<file path="src/sv/cks_pkg.sv">
// shared types and constants for the ones' complement checksum engine
// no dependencies; imported by every module of the block
`default_nettype none

package cks_pkg;

  localparam int unsigned WordW = 16;
  localparam int unsigned SumW  = 32;
  localparam int unsigned ModeW = 3;

  typedef enum logic [ModeW-1:0] {
    MODE_CLEAR    = 3'd0,
    MODE_ADD_WORD = 3'd1,
    MODE_ADD_BYTE = 3'd2,
    MODE_FINISH   = 3'd3,
    MODE_BUMP_SEQ = 3'd4,
    MODE_LOAD_SEQ = 3'd5
  } mode_e;

  // running sum and sequence captured for the fold stage
  typedef struct packed {
    logic [SumW-1:0]  sum;
    logic [WordW-1:0] seq;
  } snap_t;

endpackage

`default_nettype wire

</file>
<file path="src/sv/cks_accum.sv">
// accumulate stage: owns the running sum and the sequence counter
// depends on cks_pkg; feeds a snapshot to cks_fold for finish and bump
`default_nettype none

module cks_accum import cks_pkg::*; (
  input  wire logic             clk_i,
  input  wire logic             rst_ni,
  input  wire logic             valid_i,
  output logic                  ready_o,
  input  wire logic [ModeW-1:0] mode_i,
  input  wire logic [WordW-1:0] data_i,
  output logic                  snap_valid_o,
  input  wire logic             snap_ready_i,
  output snap_t                 snap_o
);

  logic [SumW-1:0]  sum_q, sum_d;
  logic [WordW-1:0] seq_q, seq_d, seq_inc;
  logic             snap_v_q, snap_v_d;
  snap_t            snap_q;
  logic             fire, emit;
  mode_e            mode;

  assign mode    = mode_e'(mode_i);
  assign ready_o = !snap_v_q || snap_ready_i;
  assign fire    = valid_i && ready_o;
  assign seq_inc = seq_q + 16'd1;

  always_comb begin
    sum_d = sum_q;
    seq_d = seq_q;
    emit  = 1'b0;
    case (mode)
      MODE_CLEAR:    sum_d = '0;
      MODE_ADD_WORD: sum_d = sum_q + {16'd0, data_i};
      MODE_ADD_BYTE: sum_d = sum_q + {16'd0, data_i[7:0], 8'd0};
      MODE_FINISH:   emit  = 1'b1;
      MODE_BUMP_SEQ: begin
        seq_d = seq_inc;
        // no sum increment when the counter wraps to zero
        if (seq_inc != '0) begin
          sum_d = sum_q + 32'd1;
        end
        emit  = 1'b1;
      end
      MODE_LOAD_SEQ: seq_d = data_i;
      default: ;
    endcase
  end

  assign snap_v_d = fire ? emit : (snap_v_q && !snap_ready_i);

  always_ff @(posedge clk_i or negedge rst_ni) begin
    if (!rst_ni) begin
      sum_q    <= '0;
      seq_q    <= '0;
      snap_v_q <= 1'b0;
    end else begin
      snap_v_q <= snap_v_d;
      if (fire) begin
        sum_q <= sum_d;
        seq_q <= seq_d;
      end
    end
  end

  always_ff @(posedge clk_i) begin
    if (fire && emit) begin
      snap_q.sum <= sum_d;
      snap_q.seq <= seq_d;
    end
  end

  assign snap_valid_o = snap_v_q;
  assign snap_o       = snap_q;

  a_clear_zeroes: assert property (@(posedge clk_i) disable iff (!rst_ni)
    (fire && mode_i == MODE_CLEAR) |=> (sum_q == '0))
    else $error("sum not cleared");

  a_bump_seq: assert property (@(posedge clk_i) disable iff (!rst_ni)
    (fire && mode_i == MODE_BUMP_SEQ) |=> (seq_q == $past(seq_q) + 16'd1))
    else $error("sequence not incremented on bump");

  a_bump_sum: assert property (@(posedge clk_i) disable iff (!rst_ni)
    (fire && mode_i == MODE_BUMP_SEQ && seq_q != 16'hFFFF)
      |=> (sum_q == $past(sum_q) + 32'd1))
    else $error("sum not incremented on bump");

  a_unused_mode: assert property (@(posedge clk_i) disable iff (!rst_ni)
    (fire && mode_i > MODE_LOAD_SEQ)
      |=> ($stable(sum_q) && $stable(seq_q)))
    else $error("unused mode changed state");

  a_snap_hold: assert property (@(posedge clk_i) disable iff (!rst_ni)
    (snap_v_q && !snap_ready_i) |=> (snap_v_q && $stable(snap_q)))
    else $error("snapshot lost while stalled");

endmodule

`default_nettype wire

</file>
<file path="src/sv/cks_fold.sv">
// fold stage: end-around carry fold, inversion and result register
// depends on cks_pkg; takes snapshots from cks_accum
`default_nettype none

module cks_fold import cks_pkg::*; (
  input  wire logic clk_i,
  input  wire logic rst_ni,
  input  wire logic snap_valid_i,
  output logic      snap_ready_o,
  input  snap_t     snap_i,
  output logic      out_valid_o,
  input  wire logic out_ready_i,
  output logic [WordW-1:0] checksum_o,
  output logic [WordW-1:0] sequence_res_o
);

  logic [WordW:0]   fold1;
  logic [WordW-1:0] fold2;
  logic             out_v_q;
  logic [WordW-1:0] csum_q, seq_q;
  logic             fire;

  // two folds suffice: the first leaves at most one carry
  assign fold1 = {1'b0, snap_i.sum[SumW-1:WordW]} + {1'b0, snap_i.sum[WordW-1:0]};
  assign fold2 = fold1[WordW-1:0] + {{(WordW-1){1'b0}}, fold1[WordW]};

  assign snap_ready_o = !out_v_q || out_ready_i;
  assign fire         = snap_valid_i && snap_ready_o;

  always_ff @(posedge clk_i or negedge rst_ni) begin
    if (!rst_ni) begin
      out_v_q <= 1'b0;
    end else if (snap_ready_o) begin
      out_v_q <= snap_valid_i;
    end
  end

  always_ff @(posedge clk_i) begin
    if (fire) begin
      csum_q <= ~fold2;
      seq_q  <= snap_i.seq;
    end
  end

  assign out_valid_o    = out_v_q;
  assign checksum_o     = csum_q;
  assign sequence_res_o = seq_q;

endmodule

`default_nettype wire

</file>
<file path="src/sv/internet_checksum_with_seq_update_core.sv">
// top level of the streaming ones' complement checksum engine
// depends on cks_pkg, cks_accum and cks_fold
`default_nettype none

// Streaming ones' complement checksum with sequence-number update. Each
// transfer on the input channel carries a mode (clear, add word, add odd
// byte, finish, bump sequence, load sequence) and a 16-bit word. Finish and
// bump return one result (checksum and sequence); the other modes return
// none. One item is taken per cycle with no bubbles: an input register, the
// accumulate stage (one 32-bit add updating the running sum) and the fold
// stage feeding the result register lie in order between the input transfer
// and out_valid_o. Throughput is limited only by backpressure on the result
// channel.
module internet_checksum_with_seq_update_core import cks_pkg::*; (
  input  wire logic             clk_i,
  input  wire logic             rst_ni,
  input  wire logic             in_valid_i,
  output logic                  in_ready_o,
  input  wire logic [ModeW-1:0] mode_i,
  input  wire logic [WordW-1:0] data_word_i,
  output logic                  out_valid_o,
  input  wire logic             out_ready_i,
  output logic [WordW-1:0]      checksum_o,
  output logic [WordW-1:0]      sequence_res_o
);

  logic             in_v_q;
  logic [ModeW-1:0] mode_q;
  logic [WordW-1:0] data_q;
  logic             acc_ready;
  logic             snap_valid, snap_ready;
  snap_t            snap;

  assign in_ready_o = !in_v_q || acc_ready;

  always_ff @(posedge clk_i or negedge rst_ni) begin
    if (!rst_ni) begin
      in_v_q <= 1'b0;
    end else if (in_ready_o) begin
      in_v_q <= in_valid_i;
    end
  end

  always_ff @(posedge clk_i) begin
    if (in_valid_i && in_ready_o) begin
      mode_q <= mode_i;
      data_q <= data_word_i;
    end
  end

  cks_accum u_accum (
    .clk_i        (clk_i),
    .rst_ni       (rst_ni),
    .valid_i      (in_v_q),
    .ready_o      (acc_ready),
    .mode_i       (mode_q),
    .data_i       (data_q),
    .snap_valid_o (snap_valid),
    .snap_ready_i (snap_ready),
    .snap_o       (snap)
  );

  cks_fold u_fold (
    .clk_i          (clk_i),
    .rst_ni         (rst_ni),
    .snap_valid_i   (snap_valid),
    .snap_ready_o   (snap_ready),
    .snap_i         (snap),
    .out_valid_o    (out_valid_o),
    .out_ready_i    (out_ready_i),
    .checksum_o     (checksum_o),
    .sequence_res_o (sequence_res_o)
  );

endmodule

`default_nettype wire

</file>
<file path="config.mk">
export PLATFORM = sky130hd
export DESIGN_NAME = internet_checksum_with_seq_update_core
export DESIGN_NICKNAME = d
export VERILOG_FILES = /design/src/sv/cks_pkg.sv /design/src/sv/cks_accum.sv /design/src/sv/cks_fold.sv /design/src/sv/internet_checksum_with_seq_update_core.sv
export SDC_FILE = /design/constraint.sdc
export NUM_CORES = 1
export LEC_CHECK = 0
export BUFFER_PORTS_ARGS = -buffer_cell sky130_fd_sc_hd__buf_2
export CAP_MARGIN = 20
export CORE_UTILIZATION = 35
export DETAILED_ROUTE_END_ITERATION = 6
export HOLD_SLACK_MARGIN = 0.15
export SLEW_MARGIN = 25
export SYNTH_ARGS = -nofsm -noshare
export SYNTH_HDL_FRONTEND = slang
export SYNTH_SLANG_ARGS = --single-unit
</file>
<file path="constraint.sdc">
create_clock -name clk_i -period 4.45 [get_ports clk_i]
set_clock_uncertainty 0.05 [all_clocks]
set_input_delay 0.89 -clock clk_i [delete_from_list [all_inputs] [get_ports clk_i]]
set_output_delay 0.89 -clock clk_i [all_outputs]
set_load 0.02 [all_outputs]
</file>
[Yosys cells after proc, flatten, opt, wreduce, memory -nomap -nowiden]
Cells that the tools add are included.
Word-level totals
  register bits after elaboration: 150
  bits of input ports: 23
  output and inout bits: 34
Operators by class
  $add $sub $neg: 6
  eq/ne operators: 5
  multiplexer cells: 5
  bitwise logic cells: 1
  reductions and logical operators: 15
Operator list (number)
  one-hot mux 32 bit (4 select lines): 1
  adder 32 x 16 -> 32 bit: 2
  adder 32 x 1 -> 32 bit (second input constant): 1
  two-way mux 32 bit: 1
  one-hot mux 16 bit (2 select lines): 1
  adder 16 x 16 -> 17 bit: 1
  adder 16 x 1 -> 16 bit: 1
  adder 16 x 1 -> 16 bit (second input constant): 1
  inverter 16 bit: 1
  nonzero test 16 bit: 1
  == test 3 x 2 -> 1 bit (second input constant): 2
  == test 3 bit (second input constant): 2
  logical AND 1 bit: 5
  zero test 1 bit: 4
  == test 3 x 1 -> 1 bit (second input constant): 1
  zero test 3 bit: 1
  logical OR 1 bit: 3
  two-way mux 1 bit: 2
  OR reduction 2 bit: 1

[Longest topological paths before layout]
  word-level depth: 5
  mapped depth: 19

[Cells and area by module]
From an unflattened synthesis, not the netlist that was laid out.
Second synthesis, totals
  cell total of the unflattened synthesis: 1188
  area, all modules: 10744.1 um^2
Modules (own cells, without submodules)
  cks_accum: instances 1, cells an instance 971, area an instance 7981.4 um^2
  cks_fold: instances 1, cells an instance 194, area an instance 2138.3 um^2
  internet_checksum_with_seq_update_core: instances 1, cells an instance 23, area an instance 624.3 um^2

[Worst setup path before layout]
Ideal clock, no wire load.
  kind: register to register
  from: register mode_q[0]
  to: register u_accum.snap_q, in the netlist u_accum.snap_o[0], enable pin
  library setup time: 471 ps
  arrival time: 3912 ps
  required time: 3929 ps
  path slack: 17 ps
  stages on the path, launching flop included: 7
  period minus slack after synthesis: 4433 ps
  cell sequence: edfxtp_1 > clkbuf_1 > clkbuf_1 > clkbuf_1 > buf_1 > nand3_1 > a21oi_1
On the way
  word-level cells in the longest chain between the ends: 4
  elaborated cells on any way between the ends: 5
  classes of those cells: eq/ne (2); mux (1); reduce/logical (2)
Ends and longest elaborated chain
  start: declaration: RTL line internet_checksum_with_seq_update_core.sv:28  | logic [ModeW-1:0] mode_q;
  start signal: assignment: RTL line internet_checksum_with_seq_update_core.sv:46  | mode_q <= mode_i;
  == test 3 x 2 -> 1 bit or == test 3 bit (tied branches): RTL line cks_accum.sv:33  | case (mode)
  OR reduction 2 bit (no line) *
  two-way mux 1 bit *: RTL line cks_accum.sv:33
  logical AND 1 bit *: RTL line cks_accum.sv:68  | if (fire && emit) begin
  end: declaration: RTL line cks_accum.sv:20  | snap_t snap_q;
Every way passes the cells marked *; elsewhere a longest branch is shown, timed or not.
A chain may end at the register's enable or synchronous reset.

[Worst setup path after layout]
  from: register u_accum.snap_q, in the netlist u_accum.snap_o[32]
  to: register u_fold.csum_q[15] (netlist: u_fold.checksum_o[15]), data pin
On the way
  word-level cells in the longest chain between the ends: 3
Ends and longest elaborated chain
  adder 16 x 16 -> 17 bit: RTL line cks_fold.sv:24  | assign fold1 = {1'b0, snap_i.sum[SumW-1:WordW]} + {1'b0, snap_i.sum[WordW-1:0]};
  adder 16 x 1 -> 16 bit: RTL line cks_fold.sv:25  | assign fold2 = fold1[WordW-1:0] + {{(WordW-1){1'b0}}, fold1[WordW]};
  inverter 16 bit: RTL line cks_fold.sv:40  | csum_q <= ~fold2;
  end signal: assignment: RTL line cks_fold.sv:40
  end: declaration: RTL line cks_fold.sv:20  | logic [WordW-1:0] csum_q, seq_q;
Every way passes these cells.

==> impl_metrics.ini <==
[status]
status = finished clean

[yosys]
muxShareOfSynthArea = 0.01205
yosys.area_share.simple = 0.1945
synth_top_family_by_area = compound AO/OA/AOI/OAI gates
synth_xor_area_frac = 0.04762
synth_compound_area_frac = 0.2439
syn_area_mm2 = 0.01048
ys_ff_latch = 150
ys_types = 98
synthCells = 1146
seq_area_frac_synth = 0.4053
synth_warnings = 0
synth_edf_count = 99
ys_dominant_reg_cell = edfxtp_1
synth-adder-area-share = 0.05824
syn-num-nets = 1216
async_flop_share = 0.3400
syn_area_per_cell_um2 = 9.148

[timing]
rsz0062_at_grt = false
timing.final.crit_share = 0.9169
slew_headroom = 0.3611
setup_viol = 0
final_max_slew_viol_count = 0
layout_min_cycle_time_ns = 4.080
max_freq_mhz = 245.1
hold_viol = 0
worst_pin_slew_ns = 0.9573

[floorplan]
die_y_um = 175.1
die_area_mm2 = 0.03065
dieWidth_um = 175.1
initial_core_util = 0.3604
rows = 62
io_pins = 57
core-area_mm2 = 0.02909

[route]
vias = 9245
drt_iter0_markers = 894
wirelength_um = 31300
via_per_inst = 5.833
drc = 0
firstDrtPassIters = 5
ant_nets = 0
wl_per_cell_um = 19.75

[setup_path]
crit_path_end_kind = flop
cp-start-kind = flop
worst_ep_required_time_ns = 4.59
critPathKind = reg -> reg
crit_arrival_ns = 4.22
reg2regPathDepth = 19
critPathMaxFanout = 4

[cells_and_area]
finalNetCount = 1257
final_util = 0.4069
drive_gt1_frac = 0.1375
fill_cells = 2901
stdcell_count = 1585
areaGrowthSynthToFinish_pct = 12.90

[clocking]
clk_latency_ns = 0.45
cts_sinks = 150
root_buffer = clkbuf_16
cts_tree = built
cts-buffers-inserted = 17
path_clk_slew_ns = 0.06
cts_max_path_buffers = 2
cts_max_level = 4
cts_hold_buffers = 0

[global_routing]
overflow = 0
grt_pass1_vias = 8796
antenna_found_initial = 1
grt_start_max_net_pins = 48
grt_pass1_wl_um = 49510
gr-usage-all-layers = 0.2094

[power]
power_frac_clock = 0.292
power_frac_comb = 0.325
leakage_nw = 4.481
power_per_cell_area_mw_per_mm2 = 441.2
p_sw_w = 0.001941
ir_drop_mv = 0.3055
seq_power_share = 0.383
swShare = 0.3716
p_int_w = 0.003282

[placed_design]
place_hpwl_um = 22810
place_congestion = 0.9130
dp.cells = 1548
numPortBuffers = 56

[min_path]
hold-path-cell-count = 0
min-delay-path-class = reg -> reg

[job]
cap_violations = 0
[power by group through the flow]
stage          combinational (W)  sequential, W  clock (W)
6_report                 0.00170        0.00200    0.00152
4_1_cts                  0.00167        0.00199    0.00156
3_5_place_dp             0.00166        0.00201          0
2_1_floorplan            0.00131        0.00188          0
5_1_grt                  0.00188        0.00202    0.00161
3_3_place_gp             0.00164        0.00201          0
[critical path, stage by stage (launching register included)]
cell,delay [ns]
edfxtp_1,0.33
ha_1,0.19
inv_1,0.07
fa_2,0.36
nand2b_1,0.19
a21o_1,0.21
a22oi_2,0.21
a221o_1,0.23
a21oi_2,0.10
o21ai_1,0.13
a21o_1,0.17
ha_1,0.15
nand2b_1,0.09
nor2_2,0.15
and4_4,0.26
nand4_1,0.19
a2111oi_4,0.37
o211ai_1,0.16
a21oi_2,0.15
xor2_1,0.07
[flip-flops by register name (all words and copies together) (netlist names)]
name	cells
data_q	16
u_fold.out_valid_o	1
mode_q	3
u_fold.checksum_o	16
u_fold.sequence_res_o	16
u_accum.snap_valid_o	1
in_v_q	1
u_accum.snap_o	48
u_accum.seq_q	16
u_accum.sum_q	32
[cell type report]
type | instances | area (um2) | share of cell area
clock inverter | 13 | 172.7 | 0.01459
sequential | 150 | 4249 | 0.3590
tap | 384 | 480.5 | 0.04059
multi-input combinational | 900 | 5867 | 0.4957
clock buffer | 19 | 442.9 | 0.03742
inverter | 33 | 123.9 | 0.01047
antenna | 1 | 2.502 | 0.0002114
timing repair buffer | 85 | 498.0 | 0.04207
[worst paths after layout]
path / slack [ns] / end / startpoint
max: 0.37 / u_fold.checksum_o[15] / u_accum.snap_o[32]
min: 0.37 / u_fold.sequence_res_o[9] / u_accum.snap_o[9]
max reg2reg: 0.37 / u_fold.checksum_o[15] / u_accum.snap_o[32]
min reg2reg: 0.37 / u_fold.sequence_res_o[9] / u_accum.snap_o[9]
max in group asynchronous: 2.99 / u_accum.seq_q[5] / rst_ni
min in group asynchronous: 0.46 / u_accum.sum_q[25] / rst_ni
[stage by stage]
stage / cell area (um2) / TNS (ns) / worst slack, ns / total power, W / hold slack, ns
2_1_floorplan: 10480 / 0 / 0.01720 / 0.003189 / 0.3503
6_report: 11840 / 0 / 0.3700 / 0.005222 / 0.3663
3_3_place_gp: 11170 / 0 / 0.1998 / 0.003644 / 0.3542
5_1_grt: 11830 / 0 / 0.01756 / 0.005514 / 0.3721
4_1_cts: 11790 / 0 / 0.04830 / 0.005217 / 0.3671
3_5_place_dp: 11170 / -0.04622 / -0.04622 / 0.003674 / 0.3566
[cell families (layout without fill, tap and decap cells)]
kind of cell,after synthesis,after routing
flops,150,150
xor+xnor,57,57
fa+ha+maj,47,47
mux,12,12
buf+inv,96,150
simple gates,405,405
compound gates,379,379
other cells,0,1
[cells in the mapped netlist (all sizes together), types with 5 or more instances]
| library cell | n | area (um2) |
|---|---|---|
| mux2 | 5 | 56.30 |
| a31o | 6 | 52.55 |
| a211oi | 13 | 102.6 |
| inv | 33 | 123.9 |
| nor2 | 103 | 409.1 |
| nand2b | 15 | 93.84 |
| a31oi | 21 | 176.4 |
| xor2 | 22 | 192.7 |
| o22a | 11 | 96.34 |
| o22ai | 5 | 31.28 |
| a41oi | 6 | 52.55 |
| or2 | 7 | 43.79 |
| nor2b | 8 | 50.05 |
| nor3b | 5 | 37.54 |
| nor4 | 8 | 56.30 |
| buf | 22 | 122.6 |
| nand3 | 36 | 192.7 |
| dfrtp | 51 | 1276 |
| and4 | 6 | 55.05 |
| o21bai | 7 | 52.55 |
| nand2 | 127 | 479.2 |
| nor3 | 32 | 181.4 |
| edfxtp | 99 | 2973 |
| and2 | 15 | 98.85 |
| nand4 | 17 | 142.6 |
| o21a | 7 | 52.55 |
| and3 | 10 | 67.56 |
| a21oi | 97 | 485.5 |
| a211o | 5 | 43.79 |
| xnor2 | 35 | 306.5 |
| o31ai | 8 | 60.06 |
| clkbuf | 41 | 155.1 |
| a21o | 18 | 135.1 |
| a32oi | 5 | 43.79 |
| mux2i | 7 | 70.07 |
| o211ai | 15 | 117.6 |
| ha | 44 | 550.5 |
| a221oi | 6 | 52.55 |
| a22oi | 10 | 80.07 |
| o21ai | 94 | 474.2 |
[cells in the final DEF, fill, tap and decap left out, types with 6 or more instances in the layout]
| cell | count |
|---|---|
| a31oi_1 | 18 |
| nor3_1 | 29 |
| a21o_1 | 18 |
| o31ai_1 | 8 |
| dfrtp_1 | 51 |
| o211ai_1 | 14 |
| buf_4 | 29 |
| and3_1 | 9 |
| xor2_1 | 22 |
| buf_2 | 56 |
| a221oi_1 | 6 |
| nor4_1 | 7 |
| xnor2_1 | 35 |
| nor2b_1 | 8 |
| a211oi_1 | 12 |
| nand2_1 | 126 |
| mux2i_1 | 7 |
| o21ai_1 | 10 |
| o22a_1 | 11 |
| ha_1 | 44 |
| a41oi_1 | 6 |
| nand3_1 | 35 |
| a21oi_1 | 94 |
| o21ai_0 | 83 |
| o21a_1 | 7 |
| inv_1 | 33 |
| nand2b_1 | 15 |
| o21bai_1 | 7 |
| clkinv_4 | 6 |
| a22oi_1 | 8 |
| and2_1 | 12 |
| clkbuf_16 | 17 |
| nand4_1 | 14 |
| nor2_1 | 98 |
| edfxtp_1 | 99 |
[what timing repair did]
| action | 4_1_cts | 5_1_grt |
|---|---|---|
| buffers inserted | 1 | 3 |
| hold endpoints to repair | 0 | 0 |
| gates resized for setup | 0 | 8 |
| pin swaps | 1 | 6 |
| endpoints found under the setup margin | 1 | 4 |
[routing by layer]
layer | global-route usage | wire (um) | vias up
met4 | 0.09022 | 1078 | 0
met2 | 0.3203 | 13790 | 354
li1 | - | - | 4395
met3 | 0.03460 | 1967 | 62
met1 | 0.2909 | 14470 | 4434
met5 | 0 | 0 | -
Power figures use the tool's default switching activity.
